===== src/sv/itl_pkg.sv =====
// Package for the interval table lookup block.
// Holds table sizing, status and width-mode codes, and the item and RAM request types.
// No dependencies; every other file imports it.
`default_nettype none

package itl_pkg;

    // Table sizing.
    localparam int TABLE_DEPTH = 256;
    localparam int IDX_W       = $clog2(TABLE_DEPTH);
    localparam int CNT_W       = IDX_W + 1;

    // Fixed field widths.
    localparam int KEY_W   = 32;
    localparam int ENTRY_W = 8;
    localparam int STAT_W  = 2;
    localparam int MODE_W  = 2;

    // Result status codes.
    localparam logic [STAT_W-1:0] ST_OK   = 2'd0;
    localparam logic [STAT_W-1:0] ST_MISS = 2'd1;
    localparam logic [STAT_W-1:0] ST_ERR  = 2'd2;

    // Key width modes.
    localparam logic [MODE_W-1:0] MODE_16 = 2'd1;
    localparam logic [MODE_W-1:0] MODE_32 = 2'd2;

    // Operation codes.
    localparam logic OP_LOOKUP = 1'b0;
    localparam logic OP_INSERT = 1'b1;

    // Key mask in sixteen-bit mode.
    localparam logic [KEY_W-1:0] MASK_16 = 32'h0000_FFFF;

    // One input item.
    typedef struct packed {
        logic             op;
        logic [KEY_W-1:0] key_low;
        logic [KEY_W-1:0] key_high;
    } in_item_t;

    // One result item.
    typedef struct packed {
        logic [STAT_W-1:0]  status;
        logic [ENTRY_W-1:0] entry_index;
        logic [KEY_W-1:0]   range_low;
        logic [KEY_W-1:0]   range_high;
    } out_item_t;

    // One stored interval.
    typedef struct packed {
        logic [KEY_W-1:0] high;
        logic [KEY_W-1:0] low;
    } bound_pair_t;

    // Access request from the sequencer to the bound memory.
    typedef struct packed {
        logic             we;
        logic [IDX_W-1:0] waddr;
        bound_pair_t      wdata;
        logic             re;
        logic [IDX_W-1:0] raddr;
    } ram_req_t;

endpackage

`default_nettype wire


===== src/sv/itl_search_ctrl.sv =====
// Sequencer for inserts and binary-search lookups over the bound memory.
// Keeps the entry count and the last stored high bound, and registers each result.
// Depends on itl_pkg.
`default_nettype none

module itl_search_ctrl (
    input  wire logic                        clk,
    input  wire logic                        rst_n,
    input  wire logic                        start,
    input  wire itl_pkg::in_item_t           cmd,
    input  wire logic [itl_pkg::MODE_W-1:0]  mode,
    output logic                             busy,
    output logic                             done,
    output itl_pkg::out_item_t               result,
    output itl_pkg::ram_req_t                ram_req,
    input  wire itl_pkg::bound_pair_t        ram_rdata
);
    import itl_pkg::*;

    localparam logic [1:0] S_IDLE   = 2'd0;
    localparam logic [1:0] S_SEARCH = 2'd1;
    localparam logic [1:0] S_CMP    = 2'd2;

    logic [1:0]       state_reg, state_next;
    logic [CNT_W-1:0] count_reg, count_next;
    logic [KEY_W-1:0] last_high_reg, last_high_next;
    logic [CNT_W-1:0] lo_reg, lo_next;
    logic [CNT_W-1:0] hi_reg, hi_next;
    logic [CNT_W-1:0] mid_reg, mid_next;
    logic [KEY_W-1:0] key_reg, key_next;
    logic             wide16_reg, wide16_next;
    logic             done_reg, done_next;
    out_item_t        result_reg, result_next;

    logic             mode_ok;
    logic             mode16;
    logic [KEY_W-1:0] in_mask;
    logic [KEY_W-1:0] klo;
    logic [KEY_W-1:0] khi;
    logic             ins_bad;
    logic [CNT_W:0]   mid_sum;
    logic [CNT_W-1:0] mid_calc;
    logic [KEY_W-1:0] cmp_mask;
    logic [KEY_W-1:0] b0;
    logic [KEY_W-1:0] b1;

    // Decode the width mode, mask the incoming keys and check whether an insert is refused.
    always_comb
    begin
        mode_ok = (mode == MODE_16) || (mode == MODE_32);
        mode16  = (mode == MODE_16);
        in_mask = mode16 ? MASK_16 : {KEY_W{1'b1}};
        klo     = cmd.key_low & in_mask;
        khi     = cmd.key_high & in_mask;
        ins_bad = (klo > khi)
                || ((count_reg != '0) && ((last_high_reg & in_mask) >= klo))
                || (count_reg == CNT_W'(TABLE_DEPTH));
    end

    // Midpoint of the current search window and the masked bounds read back.
    always_comb
    begin
        mid_sum  = {1'b0, lo_reg} + {1'b0, hi_reg};
        mid_calc = mid_sum[CNT_W:1];
        cmp_mask = wide16_reg ? MASK_16 : {KEY_W{1'b1}};
        b0       = ram_rdata.low & cmp_mask;
        b1       = ram_rdata.high & cmp_mask;
    end

    // Next-state logic for the sequencer.
    always_comb
    begin
        state_next     = state_reg;
        count_next     = count_reg;
        last_high_next = last_high_reg;
        lo_next        = lo_reg;
        hi_next        = hi_reg;
        mid_next       = mid_reg;
        key_next       = key_reg;
        wide16_next    = wide16_reg;
        done_next      = 1'b0;
        result_next    = result_reg;
        ram_req        = '0;
        ram_req.waddr  = count_reg[IDX_W-1:0];
        ram_req.wdata  = '{high: khi, low: klo};
        ram_req.raddr  = mid_calc[IDX_W-1:0];

        unique case (state_reg)
            S_IDLE:
            begin
                if (start)
                begin
                    result_next = '{status: ST_ERR, entry_index: '0,
                                    range_low: '0, range_high: '0};
                    if (!mode_ok)
                    begin
                        done_next = 1'b1;
                    end
                    else if (cmd.op == OP_INSERT)
                    begin
                        done_next = 1'b1;
                        if (!ins_bad)
                        begin
                            ram_req.we         = 1'b1;
                            count_next         = count_reg + 1'b1;
                            last_high_next     = khi;
                            result_next.status = ST_OK;
                        end
                    end
                    else
                    begin
                        key_next    = klo;
                        wide16_next = mode16;
                        lo_next     = '0;
                        hi_next     = count_reg;
                        state_next  = S_SEARCH;
                    end
                end
            end
            S_SEARCH:
            begin
                if (lo_reg >= hi_reg)
                begin
                    done_next   = 1'b1;
                    result_next = '{status: ST_MISS, entry_index: '0,
                                    range_low: '0, range_high: '0};
                    state_next  = S_IDLE;
                end
                else
                begin
                    ram_req.re = 1'b1;
                    mid_next   = mid_calc;
                    state_next = S_CMP;
                end
            end
            S_CMP:
            begin
                if (key_reg < b0)
                begin
                    hi_next    = mid_reg;
                    state_next = S_SEARCH;
                end
                else if (key_reg > b1)
                begin
                    lo_next    = mid_reg + 1'b1;
                    state_next = S_SEARCH;
                end
                else
                begin
                    done_next   = 1'b1;
                    result_next = '{status: ST_OK, entry_index: ENTRY_W'(mid_reg),
                                    range_low: b0, range_high: b1};
                    state_next  = S_IDLE;
                end
            end
            default:
            begin
                state_next = S_IDLE;
            end
        endcase
    end

    // Control registers.
    always_ff @(posedge clk or negedge rst_n)
    begin
        if (!rst_n)
        begin
            state_reg <= S_IDLE;
            count_reg <= '0;
            done_reg  <= 1'b0;
        end
        else
        begin
            state_reg <= state_next;
            count_reg <= count_next;
            done_reg  <= done_next;
        end
    end

    // Datapath registers.
    always_ff @(posedge clk)
    begin
        last_high_reg <= last_high_next;
        lo_reg        <= lo_next;
        hi_reg        <= hi_next;
        mid_reg       <= mid_next;
        key_reg       <= key_next;
        wide16_reg    <= wide16_next;
        result_reg    <= result_next;
    end

    assign busy   = (state_reg != S_IDLE);
    assign done   = done_reg;
    assign result = result_reg;

endmodule

`default_nettype wire


===== config.mk =====
export PLATFORM = sky130hd
export DESIGN_NAME = itl_search_ctrl
export DESIGN_NICKNAME = d
export VERILOG_FILES = /design/src/sv/itl_pkg.sv /design/src/sv/itl_search_ctrl.sv
export SDC_FILE = /design/constraint.sdc
export NUM_CORES = 1
export LEC_CHECK = 0
export ABC_AREA = 1
export BUFFER_PORTS_ARGS = -buffer_cell sky130_fd_sc_hd__buf_2
export CELL_PAD_IN_SITES_DETAIL_PLACEMENT = 1
export CELL_PAD_IN_SITES_GLOBAL_PLACEMENT = 1
export CORE_MARGIN = 4
export CORE_UTILIZATION = 43
export DETAILED_ROUTE_END_ITERATION = 16
export GPL_TIMING_DRIVEN = 0
export PLACE_DENSITY_LB_ADDON = 0.2
export SYNTH_ARGS = -nofsm -noshare
export SYNTH_HDL_FRONTEND = slang
export SYNTH_SLANG_ARGS = --single-unit

===== constraint.sdc =====
create_clock -name clk -period 9.4 [get_ports clk]
set_clock_uncertainty 0.15 [all_clocks]
set_input_delay 0.94 -clock clk [delete_from_list [all_inputs] [get_ports clk]]
set_output_delay 0.94 -clock clk [all_outputs]
set_load 0.02 [all_outputs]

==> results.sh <==
export IMPL_status="finished clean"
export IMPL_final_core_util=0.5399
export IMPL_synth_fa_ha_area_frac=0.1736
export IMPL_drt_total_wl_um=32910
export IMPL_synth_mux_area_frac=0
export IMPL_relSlewSlack=0.1374
export IMPL_powerDensity_mw_per_mm2=258.6
export IMPL_cp_end_kind="output port"
export IMPL_design_die_area_mm2=0.02854
export IMPL_core_area_mm2=0.02533
export IMPL_hold_class="input pin to async pin"
export IMPL_ys_types=41
export IMPL_viasPerCell=4.878
export IMPL_drt_first_pass_iters=4
export IMPL_start_util=0.4398
export IMPL_crit_fanout=10
export IMPL_syn_area_mm2=0.01114
export IMPL_async_flop_share=0.06742
export IMPL_cts_buffers=17
export IMPL_multi_input_area_mm2=0.004546
export IMPL_ios=292
export IMPL_avgSynthCellArea_um2=9.252
export IMPL_synthXorXnorAreaFrac=0.01101
export IMPL_rows=58
export IMPL_hold_buffers=0
export IMPL_rsz0062_at_grt="false"
export IMPL_largest_reg_flops=74
export IMPL_regArea_mm2=0.005285
export IMPL_die_h_um=169.0
export IMPL_path_class="input pin to output port"
export IMPL_final_nets=1807
export IMPL_grt_pass1_wl_um=51960
export IMPL_ctsLongestPathBuffers=2
export IMPL_layout_drive_gt1_share=0.2624
export IMPL_place_ws_ns=4.279
export IMPL_setup_slack_ns=4.313
export IMPL_grt_overflow_total=0
export IMPL_synth_fp_nets=1492
export IMPL_cts_resized=0
export IMPL_synth_top_family_by_area="adder cells"
export IMPL_setup_viol=0
export IMPL_fmax_mhz=196.6
export IMPL_wl_per_cell_um=17.66
export IMPL_antenna_found_initial=8
export IMPL_seq_area_frac_synth=0.4744
export IMPL_dp_hpwl_um=27270
export IMPL_grt_pass1_vias=9998
export IMPL_syn_inst=1204
export IMPL_grt_max_degree=36
export IMPL_clock_latency_ns=0.44
export IMPL_drt_iter0_markers=412
export IMPL_required_ns=8.31
export IMPL_antenna_left=0
export IMPL_drc_errors=0
export IMPL_synth_compound_area_share=0.05964
export IMPL_hold_violations=0
export IMPL_h_tree_depth=4
export IMPL_cts_sinks=178
export IMPL_total_leakage_power_nw=7.288
export IMPL_cts_setup_buffers=0
export IMPL_ir_drop_v=0.0002258
export IMPL_ys_flop_type="edfxtp_1"
export IMPL_clkTransAtPathRegs_ns=0.07
export IMPL_io_buffers=291
export IMPL_tritoncts="done"
export IMPL_cp_startpoint="mode[1]"
export IMPL_fillCellCount=3097
export IMPL_drv_cap=0
export IMPL_via_count=9088
export IMPL_maxSlewViolCount=0
export IMPL_synth_edf_count=166
export IMPL_syn_to_final_growth_pct=22.75
export IMPL_synthSimpleGateAreaFrac=0.1626
export IMPL_period_share=0.5411
export IMPL_cp_start_kind="input pin"
export IMPL_place_gp_congestion=0.8297
export IMPL_grt_total_usage=0.2315
export IMPL_die_w_um=169.0
export IMPL_tightest_slew_ns=1.289
export IMPL_cts_root_buffer="clkbuf_16"
export IMPL_synth_seq_cells=178
export IMPL_synth_warnings=0
export IMPL_r2r_start="wide16_reg"
export IMPL_arrival_ns=4.00
export IMPL_tns_ns=0
export IMPL_fin_crit_ns=5.087
-- worst max-delay path, stage by stage --
cell and delay (ns):
buf_2 0.09, inv_1 0.05, ha_1 0.21, clkbuf_1 0.33
inv_1 0.16, clkbuf_1 0.27, nand2_1 0.17, inv_1 0.09
ha_1 0.34, nand2_1 0.11, inv_2 0.05, nand2_1 0.06
nand2_1 0.05, nand2_1 0.08, nand3_1 0.09, a21oi_1 0.21
nand2_2 0.13, nand2_1 0.09, nand4_2 0.12, buf_6 0.17
inv_2 0.04, buf_2 0.15
-- cells by family after synthesis --
kind of cell,count (synthesis)
xor+xnor,14
fa+ha+maj,154
flops,178
simple gates,438
buf+inv,301
compound gates,119
-- through the flow --
| step | hold slack [ns] | power (mW) | instances | cell area, um2 |
|---|---|---|---|---|
| floorplan | 0.3136 | 2.290 | 1204 | 11140 |
| global placement | 0.3433 | 2.783 | 1825 | 13010 |
| detailed placement | 0.3458 | 2.848 | 1830 | 13100 |
| CTS | 0.2467 | 3.573 | 1862 | 13670 |
| global route | 0.2427 | 3.747 | 1862 | 13670 |
| finish | 0.2457 | 3.535 | 1863 | 13670 |
-- synthesized netlist by cell type (5+ instances only) --
master,instances,area (um2)
nor3_1,8,40.04
a21oi_1,73,365.4
edfxtp_1,166,4985
o21ai_0,22,110.1
clkbuf_1,14,52.55
nor4_1,5,31.28
nand2_1,271,1017
nand3_1,19,95.09
nor2_1,101,379.1
xor2_1,13,113.9
inv_1,226,848.3
ha_1,153,1914
nand4_1,19,118.9
o21a_1,6,45.04
buf_4,49,367.9
inv_2,6,22.52
dfrtp_1,12,300.3
-- final timing paths --
check                               end  slack, ns  cells past startpoint
max reg2reg                  result[14]       5.34                     13
max in group asynchronous  count_reg[7]       8.61                      1
min                        count_reg[6]       0.25                      1
max                         ram_req[81]       4.31                     22
min in group clk           count_reg[8]       0.37                      2
min reg2reg                count_reg[8]       0.37                      2
-- routing by layer --
layer | routed length [um] | share of wire | GRT usage | vias to the layer above
met1 | 13200 | 0.40 | 0.2668 | 4311
met2 | 17180 | 0.52 | 0.4282 | 202
met5 | 98 | 0.0030 | 0 | -
li1 | - | - | - | 4505
met3 | 1790 | 0.054 | 0.05908 | 54
met4 | 642 | 0.020 | 0.05716 | 16
-- cell usage in the layout (no fill, tap or decap), types with 2 or more instances in the layout --
| cell | Yosys | layout |
|---|---|---|
| buf_1 | 4 | 4 |
| clkinvlp_4 | 0 | 3 |
| nand4_2 | 3 | 3 |
| inv_1 | 226 | 226 |
| nor2_2 | 4 | 4 |
| clkbuf_16 | 0 | 17 |
| o21bai_1 | 3 | 3 |
| inv_6 | 0 | 4 |
| inv_2 | 6 | 6 |
| nand3_1 | 19 | 19 |
| nand2_2 | 3 | 3 |
| a21oi_1 | 73 | 73 |
| nor3_1 | 8 | 7 |
| o21ai_0 | 22 | 22 |
| nor2_1 | 101 | 100 |
| buf_4 | 49 | 49 |
| o211ai_1 | 2 | 2 |
| dfrtp_1 | 12 | 12 |
| inv_8 | 0 | 4 |
| edfxtp_1 | 166 | 166 |
| nand4_1 | 19 | 19 |
| nor2_4 | 1 | 2 |
| nor4_1 | 5 | 5 |
| a21o_1 | 2 | 2 |
| nand2_1 | 271 | 271 |
| buf_2 | 0 | 291 |
| ha_1 | 153 | 153 |
| xor2_1 | 13 | 13 |
| o21ai_1 | 4 | 4 |
| buf_6 | 1 | 4 |
| o21a_1 | 6 | 6 |
| buf_12 | 0 | 2 |
| clkbuf_1 | 14 | 15 |
-- power by group --
group | switching (mW) | leakage (nW) | internal [mW]
Sequential | 0.108 | 1.77 | 1.22
Combinational | 1.00 | 5.24 | 0.483
Clock | 0.347 | 0.276 | 0.377
Total | 1.46 | 7.29 | 2.08
-- final cells by class --
class | count | area share
flip-flops and latches | 178 | 0.3865
multi-input cells | 725 | 0.3324
repair buffers | 296 | 0.1119
inverters | 233 | 0.06396
plain buffers | 68 | 0.03267
clock buffers | 18 | 0.03139
well taps | 330 | 0.03020
clock inverters | 14 | 0.01071
diodes | 1 | 0.0001830
Power figures use the tool's default switching activity.
